## src/rtl/core/rpcr_pkg.sv

```systemverilog
// Shared types, constants and codes for the RAID parity column rebuild block.
package rpcr_pkg;

    localparam int MAX_DISKS      = 6;
    localparam int MAX_BLOCK_BITS = 64;
    localparam int DISK_W         = $clog2(MAX_DISKS);
    localparam int BITS_W         = $clog2(MAX_BLOCK_BITS + 1);
    localparam int COL_W          = $clog2(MAX_BLOCK_BITS);
    localparam int CNT_W          = $clog2(MAX_DISKS + 1);

    // configuration port
    localparam int CFG_IDX_W  = 2;
    localparam int CFG_DATA_W = 7;
    localparam logic [CFG_IDX_W-1:0] CFG_DISK_COUNT = 2'd0;
    localparam logic [CFG_IDX_W-1:0] CFG_PARITY_ODD = 2'd1;
    localparam logic [CFG_IDX_W-1:0] CFG_BLOCK_BITS = 2'd2;

    localparam logic [2:0]        RST_DISK_COUNT = 3'd6;
    localparam logic              RST_PARITY_ODD = 1'b0;
    localparam logic [BITS_W-1:0] RST_BLOCK_BITS = BITS_W'(MAX_BLOCK_BITS);

    // result kinds
    localparam logic KIND_DATA   = 1'b0;
    localparam logic KIND_STATUS = 1'b1;

    typedef struct packed {
        logic [MAX_DISKS-1:0] column_bits;
        logic [MAX_DISKS-1:0] erased_mask;
        logic                 last_of_set;
    } t_in;

    typedef struct packed {
        logic                      result_kind;
        logic [MAX_BLOCK_BITS-1:0] data_word;
        logic [BITS_W-1:0]         word_bits;
        logic [DISK_W-1:0]         source_disk;
        logic                      set_valid;
        logic                      last_result;
    } t_out;

    // merge verdict handed back to the lanes
    typedef struct packed {
        logic rebuild;   // exactly one erased bit, set still good
        logic value;     // rebuilt bit value
        logic set_bad;   // this column breaks the set
    } t_fix;

    // block flush request into the drain buffer
    typedef struct packed {
        logic [MAX_DISKS-1:0] pend;
        logic                 status;
        logic                 set_valid;
        logic [BITS_W-1:0]    held;
    } t_flush;

endpackage

```

## src/rtl/core/raid_parity_column_rebuild_top.sv

```systemverilog
// Top level of the RAID parity column rebuild block: control, lanes, merge and drain.
//
// One disk column is accepted per clock while o_stall is low. Each of the six disk
// lanes checks its bit and keeps a 64-bit block shift store; the merge stage counts
// erasures and forms the parity, so a single erased bit is rebuilt in the same cycle.
// When a column ends a block (or the set), the block words are copied into a drain
// buffer that sends one result per cycle while i_stall is low: one word per data
// disk, then the status at set end. A column that ends a block is held off (o_stall)
// while the previous block is still draining. A block flushes n-1 words for n disks
// (n words when the parity disk sits past the count), plus one status at set end.
// Configuration writes are always ready and take effect on the next column.
module raid_parity_column_rebuild_top
    import rpcr_pkg::*;
(
    input  logic                  i_clk,
    input  logic                  i_rst_n,
    // column requests
    input  logic                  i_valid,
    output logic                  o_stall,
    input  t_in                   i_data,
    // result requests
    output logic                  o_valid,
    input  logic                  i_stall,
    output t_out                  o_data,
    // configuration writes
    input  logic                  i_cfg_valid,
    output logic                  o_cfg_ready,
    input  logic [CFG_IDX_W-1:0]  i_cfg_index,
    input  logic [CFG_DATA_W-1:0] i_cfg_data
);

    logic [2:0]         r_disk_count;
    logic               r_parity_odd;
    logic [BITS_W-1:0]  r_block_bits;

    logic [COL_W-1:0]   r_col, n_col;
    logic [2:0]         r_parity_disk, n_parity_disk;
    logic               r_set_ok, n_set_ok;

    logic [2:0]         eff_n;
    logic [BITS_W-1:0]  eff_bb;
    logic [MAX_DISKS-1:0] active;
    logic [BITS_W-1:0]  held;
    logic               blk_end;
    logic               accept;
    logic               drain_free;
    logic               cfg_we;
    logic [2:0]         parity_inc;
    logic [MAX_BLOCK_BITS-1:0] wmask;

    logic [MAX_DISKS-1:0]      lane_er;
    logic [MAX_DISKS-1:0]      lane_par;
    logic [MAX_BLOCK_BITS-1:0] lane_word [MAX_DISKS];
    logic [MAX_BLOCK_BITS-1:0] flush_words [MAX_DISKS];
    t_fix                      fix;
    t_flush                    flush;

    // ---- configuration ----
    assign o_cfg_ready = 1'b1;
    assign cfg_we      = i_cfg_valid && o_cfg_ready;

    always_ff @(posedge i_clk) begin
        if (!i_rst_n) begin
            r_disk_count <= RST_DISK_COUNT;
            r_parity_odd <= RST_PARITY_ODD;
            r_block_bits <= RST_BLOCK_BITS;
        end else if (cfg_we) begin
            case (i_cfg_index)
                CFG_DISK_COUNT: r_disk_count <= i_cfg_data[2:0];
                CFG_PARITY_ODD: r_parity_odd <= i_cfg_data[0];
                CFG_BLOCK_BITS: r_block_bits <= i_cfg_data[BITS_W-1:0];
                default: ;
            endcase
        end
    end

    // clamp configuration to the supported range
    always_comb begin
        if (r_disk_count < 3'd2) begin
            eff_n = 3'd2;
        end else if (r_disk_count > 3'(MAX_DISKS)) begin
            eff_n = 3'(MAX_DISKS);
        end else begin
            eff_n = r_disk_count;
        end
        if (r_block_bits == '0) begin
            eff_bb = BITS_W'(1);
        end else if (r_block_bits > BITS_W'(MAX_BLOCK_BITS)) begin
            eff_bb = BITS_W'(MAX_BLOCK_BITS);
        end else begin
            eff_bb = r_block_bits;
        end
    end

    always_comb begin
        for (int j = 0; j < MAX_DISKS; j++) begin
            active[j] = 3'(j) < eff_n;
        end
    end

    // ---- column control ----
    assign held    = BITS_W'(r_col) + BITS_W'(1);
    assign blk_end = (held >= eff_bb) || i_data.last_of_set;
    assign o_stall = blk_end && !drain_free;
    assign accept  = i_valid && !o_stall;

    assign parity_inc = r_parity_disk + 3'd1;

    always_comb begin
        n_col         = r_col;
        n_parity_disk = r_parity_disk;
        n_set_ok      = r_set_ok;
        if (accept) begin
            n_set_ok = r_set_ok && !fix.set_bad;
            if (blk_end) begin
                n_col         = '0;
                n_parity_disk = (parity_inc >= eff_n) ? 3'd0 : parity_inc;
            end else begin
                n_col = held[COL_W-1:0];
            end
            if (i_data.last_of_set) begin
                n_parity_disk = 3'd0;
                n_set_ok      = 1'b1;
            end
        end
    end

    always_ff @(posedge i_clk) begin
        if (!i_rst_n) begin
            r_col         <= '0;
            r_parity_disk <= 3'd0;
            r_set_ok      <= 1'b1;
        end else begin
            r_col         <= n_col;
            r_parity_disk <= n_parity_disk;
            r_set_ok      <= n_set_ok;
        end
    end

    // ---- lanes and merge ----
    for (genvar g = 0; g < MAX_DISKS; g++) begin : g_lane
        rpcr_lane u_lane (
            .i_clk       (i_clk),
            .i_shift     (accept),
            .i_active    (active[g]),
            .i_bit       (i_data.column_bits[g]),
            .i_erased    (i_data.erased_mask[g]),
            .i_fix       (fix),
            .o_er        (lane_er[g]),
            .o_par       (lane_par[g]),
            .o_word_next (lane_word[g])
        );
    end

    rpcr_merge u_merge (
        .i_er         (lane_er),
        .i_par        (lane_par),
        .i_parity_odd (r_parity_odd),
        .i_set_ok     (r_set_ok),
        .o_fix        (fix)
    );

    // ---- flush into the drain buffer ----
    assign wmask = {MAX_BLOCK_BITS{1'b1}} >> (BITS_W'(MAX_BLOCK_BITS) - held);

    always_comb begin
        for (int j = 0; j < MAX_DISKS; j++) begin
            flush_words[j] = lane_word[j] & wmask;
            // parity disk at or beyond the count skips nothing
            flush.pend[j]  = active[j] && (3'(j) != r_parity_disk);
        end
        flush.status    = i_data.last_of_set;
        flush.set_valid = r_set_ok && !fix.set_bad;
        flush.held      = held;
    end

    rpcr_drain u_drain (
        .i_clk   (i_clk),
        .i_rst_n (i_rst_n),
        .i_load  (accept && blk_end),
        .i_flush (flush),
        .i_words (flush_words),
        .o_free  (drain_free),
        .o_valid (o_valid),
        .i_stall (i_stall),
        .o_data  (o_data)
    );

`ifndef SYNTHESIS
    a_col_in_block: assert property (@(posedge i_clk) disable iff (!i_rst_n)
        (accept && !blk_end) |=> (BITS_W'(r_col) < eff_bb || $past(cfg_we)
            || $changed(r_block_bits)))
        else $error("column index ran past the block size");

    a_set_end_resets: assert property (@(posedge i_clk) disable iff (!i_rst_n)
        (accept && i_data.last_of_set) |=> (r_col == '0 && r_parity_disk == 3'd0 && r_set_ok))
        else $error("set end did not restore column control");

    a_stall_only_on_flush: assert property (@(posedge i_clk) disable iff (!i_rst_n)
        o_stall |-> (blk_end && !drain_free))
        else $error("column stalled without a pending flush");
`endif

endmodule

```

## src/rtl/core/rpcr_lane.sv

```systemverilog
// One disk lane: parity contribution and block shift store for a single disk.
module rpcr_lane
    import rpcr_pkg::*;
(
    input  logic                      i_clk,
    input  logic                      i_shift,
    input  logic                      i_active,
    input  logic                      i_bit,
    input  logic                      i_erased,
    input  t_fix                      i_fix,
    output logic                      o_er,
    output logic                      o_par,
    output logic [MAX_BLOCK_BITS-1:0] o_word_next
);

    logic [MAX_BLOCK_BITS-1:0] r_word;
    logic                      n_bit;

    assign o_er  = i_active & i_erased;
    assign o_par = i_active & ~i_erased & i_bit;

    // erased bit takes the rebuilt value, otherwise the raw column bit
    assign n_bit       = (i_fix.rebuild && o_er) ? i_fix.value : i_bit;
    assign o_word_next = {r_word[MAX_BLOCK_BITS-2:0], n_bit};

    always_ff @(posedge i_clk) begin
        if (i_shift && i_active) begin
            r_word <= o_word_next;
        end
    end

endmodule

```

## src/rtl/core/rpcr_merge.sv

```systemverilog
// Merge stage: combines the lanes' erasure and parity bits into one column verdict.
module rpcr_merge
    import rpcr_pkg::*;
(
    input  logic [MAX_DISKS-1:0] i_er,
    input  logic [MAX_DISKS-1:0] i_par,
    input  logic                 i_parity_odd,
    input  logic                 i_set_ok,
    output t_fix                 o_fix
);

    logic [CNT_W-1:0] cnt;
    logic             chk;

    always_comb begin
        cnt = '0;
        for (int j = 0; j < MAX_DISKS; j++) begin
            cnt = cnt + CNT_W'(i_er[j]);
        end
    end

    assign chk = i_parity_odd ^ (^i_par);

    assign o_fix.rebuild = i_set_ok && (cnt == CNT_W'(1));
    assign o_fix.value   = chk;
    assign o_fix.set_bad = i_set_ok && ((cnt >= CNT_W'(2)) || ((cnt == '0) && chk));

endmodule

```

## src/rtl/core/rpcr_drain.sv

```systemverilog
// Drain buffer: holds a block, emits its words and status one per unstalled cycle.
module rpcr_drain
    import rpcr_pkg::*;
(
    input  logic                      i_clk,
    input  logic                      i_rst_n,
    input  logic                      i_load,
    input  t_flush                    i_flush,
    input  logic [MAX_BLOCK_BITS-1:0] i_words [MAX_DISKS],
    output logic                      o_free,
    output logic                      o_valid,
    input  logic                      i_stall,
    output t_out                      o_data
);

    logic [MAX_BLOCK_BITS-1:0] r_words [MAX_DISKS];
    logic [MAX_DISKS-1:0]      r_pend, n_pend;
    logic                      r_stat, n_stat;
    logic                      r_set_valid;
    logic [BITS_W-1:0]         r_held;
    logic                      r_ovld, n_ovld;
    t_out                      r_out, n_out;

    logic                      busy;
    logic                      out_take;
    logic                      emit;
    logic                      emit_last;
    logic [DISK_W-1:0]         sel;
    logic [MAX_DISKS-1:0]      pend_rest;

    assign busy     = (|r_pend) || r_stat;
    assign out_take = r_ovld && !i_stall;
    assign emit     = busy && (!r_ovld || out_take);

    // lowest pending disk goes first
    always_comb begin
        sel = '0;
        for (int j = MAX_DISKS - 1; j >= 0; j--) begin
            if (r_pend[j]) begin
                sel = DISK_W'(j);
            end
        end
    end

    always_comb begin
        pend_rest = r_pend;
        pend_rest[sel] = 1'b0;
    end

    assign emit_last = (|r_pend) ? ((pend_rest == '0) && !r_stat) : 1'b1;
    assign o_free    = !busy || (emit && emit_last);

    always_comb begin
        n_pend = r_pend;
        n_stat = r_stat;
        if (emit) begin
            if (|r_pend) begin
                n_pend = pend_rest;
            end else begin
                n_stat = 1'b0;
            end
        end
        if (i_load) begin
            n_pend = i_flush.pend;
            n_stat = i_flush.status;
        end
    end

    always_comb begin
        n_out = r_out;
        if (|r_pend) begin
            n_out.result_kind = KIND_DATA;
            n_out.data_word   = r_words[sel];
            n_out.word_bits   = r_held;
            n_out.source_disk = sel;
        end else begin
            n_out.result_kind = KIND_STATUS;
            n_out.data_word   = '0;
            n_out.word_bits   = '0;
            n_out.source_disk = '0;
        end
        n_out.set_valid   = r_set_valid;
        n_out.last_result = emit_last;
    end

    always_comb begin
        n_ovld = r_ovld;
        if (emit) begin
            n_ovld = 1'b1;
        end else if (out_take) begin
            n_ovld = 1'b0;
        end
    end

    always_ff @(posedge i_clk) begin
        if (!i_rst_n) begin
            r_pend <= '0;
            r_stat <= 1'b0;
            r_ovld <= 1'b0;
        end else begin
            r_pend <= n_pend;
            r_stat <= n_stat;
            r_ovld <= n_ovld;
        end
    end

    always_ff @(posedge i_clk) begin
        if (i_load) begin
            r_words     <= i_words;
            r_set_valid <= i_flush.set_valid;
            r_held      <= i_flush.held;
        end
        if (emit) begin
            r_out <= n_out;
        end
    end

    assign o_valid = r_ovld;
    assign o_data  = r_out;

`ifndef SYNTHESIS
    a_load_when_free: assert property (@(posedge i_clk) disable iff (!i_rst_n)
        i_load |-> o_free)
        else $error("flush loaded while drain buffer still holds results");

    a_status_closes: assert property (@(posedge i_clk) disable iff (!i_rst_n)
        (o_valid && o_data.result_kind == KIND_STATUS)
            |-> (o_data.last_result && o_data.word_bits == '0))
        else $error("status result not last or carries word bits");

    a_data_sane: assert property (@(posedge i_clk) disable iff (!i_rst_n)
        (o_valid && o_data.result_kind == KIND_DATA)
            |-> (o_data.word_bits != '0 && o_data.source_disk < DISK_W'(MAX_DISKS)))
        else $error("data result with no bits or bad source disk");

    a_free_after_last: assert property (@(posedge i_clk) disable iff (!i_rst_n)
        (emit && emit_last && !i_load) |=> !busy)
        else $error("drain still busy after emitting its last result");
`endif

endmodule
```

## config.mk

```make
export PLATFORM = sky130hd
export DESIGN_NAME = raid_parity_column_rebuild_top
export DESIGN_NICKNAME = d
export VERILOG_FILES = /design/src/rtl/core/rpcr_pkg.sv /design/src/rtl/core/raid_parity_column_rebuild_top.sv /design/src/rtl/core/rpcr_lane.sv /design/src/rtl/core/rpcr_merge.sv /design/src/rtl/core/rpcr_drain.sv
export SDC_FILE = /design/constraint.sdc
export NUM_CORES = 1
export LEC_CHECK = 0
export ABC_AREA = 1
export BUFFER_PORTS_ARGS = -buffer_cell sky130_fd_sc_hd__buf_2
export CORE_UTILIZATION = 55
export CTS_CLUSTER_SIZE = 10
export DETAILED_ROUTE_END_ITERATION = 8
export GPL_TIMING_DRIVEN = 1
export PLACE_DENSITY = 0.83
export SETUP_SLACK_MARGIN = 0.05
export SLEW_MARGIN = 20
export SYNTH_ARGS = -nofsm -noshare
export SYNTH_HDL_FRONTEND = slang
export SYNTH_SLANG_ARGS = --single-unit
```

## constraint.sdc

```tcl
create_clock -name i_clk -period 18.5 [get_ports i_clk]
set_input_delay 3.7 -clock i_clk [delete_from_list [all_inputs] [get_ports i_clk]]
set_output_delay 3.7 -clock i_clk [all_outputs]
set_load 0.02 [all_outputs]
```

# Yosys cells after proc, flatten, opt, wreduce, memory -nomap -nowiden

Cells that the tools add are included.

$add $sub $neg: 8
$lt $le $gt $ge: 15
Equality and inequality tests: 9
Shifts and indexed selects: 1
Multiplexer cells: 36
Bitwise operators: 34
Reduce and logical (&&, ||, !) cells: 59

Operators by type and width:

| cell                                                       | count |
|---|---|
| AND 64 bit                                                 | 6 |
| binary-select mux 64 bit (select 3 bit)                    | 1 |
| 2-to-1 mux 64 bit                                          | 2 |
| 2-to-1 mux 75 bit                                          | 1 |
| right shift 64 x 7 -> 64 bit (first input constant)        | 1 |
| 2-to-1 mux 3 bit                                           | 11 |
| logical AND 1 bit                                          | 30 |
| 2-to-1 mux 6 bit                                           | 4 |
| AND 1 bit                                                  | 18 |
| 2-to-1 mux 1 bit                                           | 14 |
| 2-to-1 mux 7 bit                                           | 2 |
| adder 3 x 1 -> 3 bit                                       | 4 |
| AND reduction 2 bit                                        | 6 |
| nonzero test 2 bit                                         | 4 |
| adder 6 x 1 -> 7 bit (second input constant)               | 1 |
| greater-or-equal comparator 7 bit                          | 1 |
| > comparator 7 bit (second input constant)                 | 1 |
| zero test 1 bit                                            | 7 |
| zero test 7 bit                                            | 1 |
| subtractor 7 bit (first input constant)                    | 1 |
| AND 6 bit                                                  | 1 |
| zero test 6 bit                                            | 1 |
| less-than comparator 1 x 3 -> 1 bit (first input constant) | 2 |
| less-than comparator 2 x 3 -> 1 bit (first input constant) | 2 |
| other kinds (28)                                           | 40 |

Flip-flop bits (word level): 876
Bits of input ports: 27
Word-level logic and storage cells: 191

# Longest topological paths before layout

Depth in word-level cells: 24
Mapped depth: 17
Mapped depth without buffers: 17

# Cells and area by module

From an unflattened synthesis, not the netlist that was laid out.

Cell total of the unflattened synthesis: 3,277
Area total of the unflattened synthesis: 36,311.1 µm²

Modules (own cells, without submodules):

| module                         | instances | cells an instance | area each (µm²) |
|---|---|---|---|
| rpcr_drain                     | 1         | 1,552             | 18,833.1 |
| rpcr_lane                      | 6         | 74                | 1,940.6 |
| raid_parity_column_rebuild_top | 1         | 1,227             | 5,556.6 |
| rpcr_merge                     | 1         | 54                | 277.8 |

# Worst setup path before layout

No wires, ideal clock.

Path kind: input port to flip-flop
Start: input port i_stall
End: register u_drain.r_held[0], enable pin
Arrival time: 15.397 ns
Setup slack: 2.362 ns
Cell stages on the path: 7
Buffers on the path: 0
Path through: nand2_1 > inv_1 > nor2_1 > nand2_1 > nand2_1 > nand3_1 > inv_1

Word-level cells in the longest chain between the ends: 11

RTL lines:

| what                   | line                                  | source |
|---|---|---|
| start: declaration     | raid_parity_column_rebuild_top.sv:23  | `input logic i_stall,` |
| zero test 1 bit        | rpcr_drain.sv:32                      | `assign out_take = r_ovld && !i_stall;` |
| logical AND 1 bit      | rpcr_drain.sv:32                      |  |
| logical OR 1 bit       | rpcr_drain.sv:33                      | `assign emit = busy && (!r_ovld \|\| out_take);` |
| logical AND 1 bit      | rpcr_drain.sv:33                      |  |
| net u_drain.emit       | rpcr_drain.sv:26                      | `logic emit;` |
| logical AND 1 bit      | rpcr_drain.sv:51                      | `assign o_free = !busy \|\| (emit && emit_last);` |
| logical OR 1 bit       | rpcr_drain.sv:51                      |  |
| zero test 1 bit        | raid_parity_column_rebuild_top.sv:104 | `assign o_stall = blk_end && !drain_free;` |
| logical AND 1 bit      | raid_parity_column_rebuild_top.sv:104 |  |
| zero test 1 bit        | raid_parity_column_rebuild_top.sv:105 | `assign accept = i_valid && !o_stall;` |
| logical AND 1 bit      | raid_parity_column_rebuild_top.sv:105 |  |
| logical AND 1 bit      | raid_parity_column_rebuild_top.sv:180 | `.i_load (accept && blk_end),` |
| end signal: assignment | rpcr_drain.sv:111                     | `r_held <= i_flush.held;` |
| end: declaration       | rpcr_drain.sv:20                      | `logic [BITS_W-1:0] r_held;` |

The timed path passes the listed nets, and every way through them passes these cells.
A chain may end at the register's enable or synchronous reset.

# Final worst setup path

Start: input port i_data[0] (netlist name)
End: output port o_stall

Word-level cells in the longest chain between the ends: 2

RTL lines:

| what               | line                                  | source |
|---|---|---|
| start: declaration | raid_parity_column_rebuild_top.sv:20  | `input t_in i_data,` |
| logical OR 1 bit   | raid_parity_column_rebuild_top.sv:103 | `assign blk_end = (held >= eff_bb) \|\| i_data.last_of_set;` |
| logical AND 1 bit  | raid_parity_column_rebuild_top.sv:104 |  |
| end: declaration   | raid_parity_column_rebuild_top.sv:19  | `output logic o_stall,` |

Every way passes these cells.

==> results.yml <==
run:
  drv_cap: 0
worst_hold_path:
  hp-class: "register to register"
placed_design:
  io_buffers: 105
  gp_congestion: 0.8601
  placed_area_um2: 35750
  hpwl_um: 45970
timing:
  finalHoldViolCount: 0
  drv_slew: 0
  rsz0062_at_grt: "false"
  fin_setup_tns_ns: 0
  skew_ns: 0.02625
  min_period_over_period_pct: 44.51
  worst_pin_slew_ns: 1.165
  slew_headroom_pct: 21.50
  setup_viol: 0
  period_needed_ns: 8.235
  fmax_mhz: 121.4
synth:
  synth_top_flop_cell: "edfxtp_1"
  synth_area_leaders: "edfxtp_1 74%, nor2_1 6.8%, inv_1 5.2%, nand2_1 2.6%, dfxtp_1 1.7%"
  syn_inst: 2748
  synth_edf_count: 847
  syn-cell-area_um2: 34260
  synth.top_cell.area_share_pct: 74.24
  synth_cell_types: 42
  yosysWarnings: 0
  synth-seq-cells: 876
  synth.avg_cell_area_um2: 12.47
  synth-seq-area-share_pct: 75.94
  synth_top_cell_by_area: "edfxtp_1"
  syn_nets: 2799
  synthArstFlopShare_pct: 0
clock_network:
  clock_path_buffers: 3
  cts_root_buf: "clkbuf_16"
  tritoncts: "built"
  cts_setup_buffers: 0
  cts_buffers: 97
  post_cts_resized: 0
  htree_levels: 3
  clkTransAtPathRegs_ns: 0.06
  clock_latency_ns: 0.66
  hold_buffers: 0
  cts.sinks: 876
cells_and_area:
  nNetsFinal: 2946
  finish.instance_area_um2: 38400
  n_antenna_cell: 0
  area_delta_synth_final_pct: 12.09
  drive_gt1_share_pct: 9.719
setup_path:
  critPathLaunch: "i_data[0]"
  rr_worst_depth: 15
  critical_path.max_fanout: 8
  cp-end-kind: "output port"
  start_kind: "input port"
  crit_end: "o_stall"
  r2r_start: "r_col[0]$_SDFFE_PN0P_"
  arrival_ns: 4.54
  reg2reg_setup_slack_ns: 12.41
  path_class: "input port to output port"
  r2r-end: "u_drain.r_words[255]$_DFFE_PN_"
  worstPathRequired_ns: 14.80
drt:
  avgRoutedWirePerCell_um: 21.47
  ant_nets: 0
  via_count: 21276
  via_per_inst: 5.660
  first_pass_iters: 8
  routed_wl_um: 80700
  drt_iter0_markers: 2623
  drcViolationCount: 0
grt:
  grt.total_usage_pct: 25.62
  grt.overflow.total: 0
  antenna_found_initial: 1
  first_global_vias: 21660
  grt_pass1_wl_um: 122000
  grt_max_degree: 147
power_and_ir_drop:
  p_leak_nw: 15.44
  power_density_nw_per_um2: 173.7
  power_mw: 6.669
  vdd.ir_drop.worst_mv: 0.1779
die:
  start_util_pct: 55.62
  row_count: 91
  fp.dieH_um: 251.6
  die_area_um2: 63290
  coreArea_um2: 61600
  pin_count: 107
  fp.dieW_um: 251.6
outcome:
  status: "completed"
Yosys cell counts, types with 13 or more instances:
| master | instances |
|---|---|
| edfxtp_1 | 847 |
| nor2_1 | 620 |
| inv_1 | 472 |
| nand2_1 | 241 |
| a21oi_1 | 102 |
| o21ai_0 | 92 |
| clkbuf_1 | 68 |
| nand3_1 | 37 |
| o31ai_1 | 32 |
| a22oi_1 | 30 |
| dfxtp_1 | 29 |
| ha_1 | 21 |
| a221oi_1 | 20 |
| o22ai_1 | 20 |
| o21ai_1 | 15 |
| a31oi_1 | 14 |
| nand4_1 | 13 |
worst min path at each step:
stage,cells after the start,slack (ns),end,from
floorplan,0,0.40,u_drain.o_data[1]$_DFFE_PP_,u_drain.r_set_valid$_DFFE_PN_
global placement,0,0.42,u_drain.o_data[1]$_DFFE_PP_,u_drain.r_set_valid$_DFFE_PN_
detailed placement,0,0.41,u_drain.o_data[1]$_DFFE_PP_,u_drain.r_set_valid$_DFFE_PN_
CTS,0,0.43,u_drain.o_data[1]$_DFFE_PP_,u_drain.r_set_valid$_DFFE_PN_
global route,0,0.45,g_lane[5].u_lane.r_word[62]$_DFFE_PP_,g_lane[5].u_lane.r_word[61]$_DFFE_PP_
finish,0,0.42,u_drain.o_data[1]$_DFFE_PP_,u_drain.r_set_valid$_DFFE_PN_
cell families after synthesis:
| kind of cell | Yosys count | synth area share (%) |
|---|---|---|
| compound gates | 341 | 5.942 |
| xor+xnor | 8 | 0.2703 |
| fa+ha+maj | 24 | 0.9423 |
| buf+inv | 564 | 6.249 |
| flops | 876 | 75.94 |
| other cells | 1 | 0.01095 |
| simple gates | 934 | 10.65 |
metal layers:
metal  track usage [%]  up-vias  part of all wire, %
met2             42.87     1330                   49
met5                 0        -               0.0087
met4             10.21        2                  3.3
met3             5.313      201                   11
met1             32.89    10282                   37
li1                  -     9461                    -
cells in the final DEF (no fill, tap or decap), types with 3 or more instances in the layout:
master     instances
a21oi_1          102
a21oi_2           10
a221oi_1          20
a22oi_1           30
a31oi_1           14
buf_2            105
buf_4             24
clkbuf_1          20
clkbuf_16         99
dfxtp_1           29
edfxtp_1         847
fa_1               3
ha_1              21
inv_1            468
inv_2             11
nand2_1          240
nand2_2            9
nand3_1           37
nand4_1           13
nor2_1           615
nor2_4             7
nor3_1             4
o211ai_1           3
o21ai_0           91
o21ai_1           16
o22ai_1           20
o31ai_1           32
xnor2_1            3
report_power, final:
| group | leakage [nW] | switching, mW | internal, mW |
|---|---|---|---|
| clock | 1.28 | 0.728 | 0.960 |
| sequential | 8.37 | 0.254 | 3.02 |
| combinational | 5.79 | 1.32 | 0.385 |
critical path, stage by stage:
cell and delay [ns]:
buf_2 0.11, inv_1 0.09, nand3_1 0.23, nand3_1 0.19, inv_1 0.06, buf_2 0.15
metrics by stage:
| step | hold slack [ns] | std cells | util, % | setup slack, ns |
|---|---|---|---|---|
| after floorplan | 0.4003 | 2748 | - | 2.362 |
| after global placement | 0.4219 | 3633 | 58.04 | 10.31 |
| after detailed placement | 0.4118 | 3633 | 58.04 | 10.22 |
| after CTS | 0.4282 | 3759 | 62.33 | 10.27 |
| after global routing | 0.4469 | 3759 | 62.34 | 10.15 |
| final | 0.4217 | 3759 | 62.34 | 10.26 |
flip-flops by register name, indices dropped and copies added (netlist names):
| register | cells |
|---|---|
| u_drain.r_words | 384 |
| g_lane.u_lane.r_word | 378 |
| u_drain.o_data | 77 |
| r_block_bits | 7 |
| u_drain.r_held | 7 |
| r_col | 6 |
| u_drain.r_pend | 6 |
| r_disk_count | 3 |
| r_parity_disk | 3 |
| r_parity_odd | 1 |
| r_set_ok | 1 |
| u_drain.o_valid | 1 |
| u_drain.r_set_valid | 1 |
| u_drain.r_stat | 1 |
layout make-up:
cell class              instances  area [um2]
inverters                     482        1822
clock buffers                 120        2566
well taps                     837        1047
repair buffers                130       716.9
flip-flops and latches        876       26020
fillers                      4155       23200
multi-input cells            1308        6157
clock inverters                 6       73.82
Note: power is estimated with default switching activity, not from simulation.
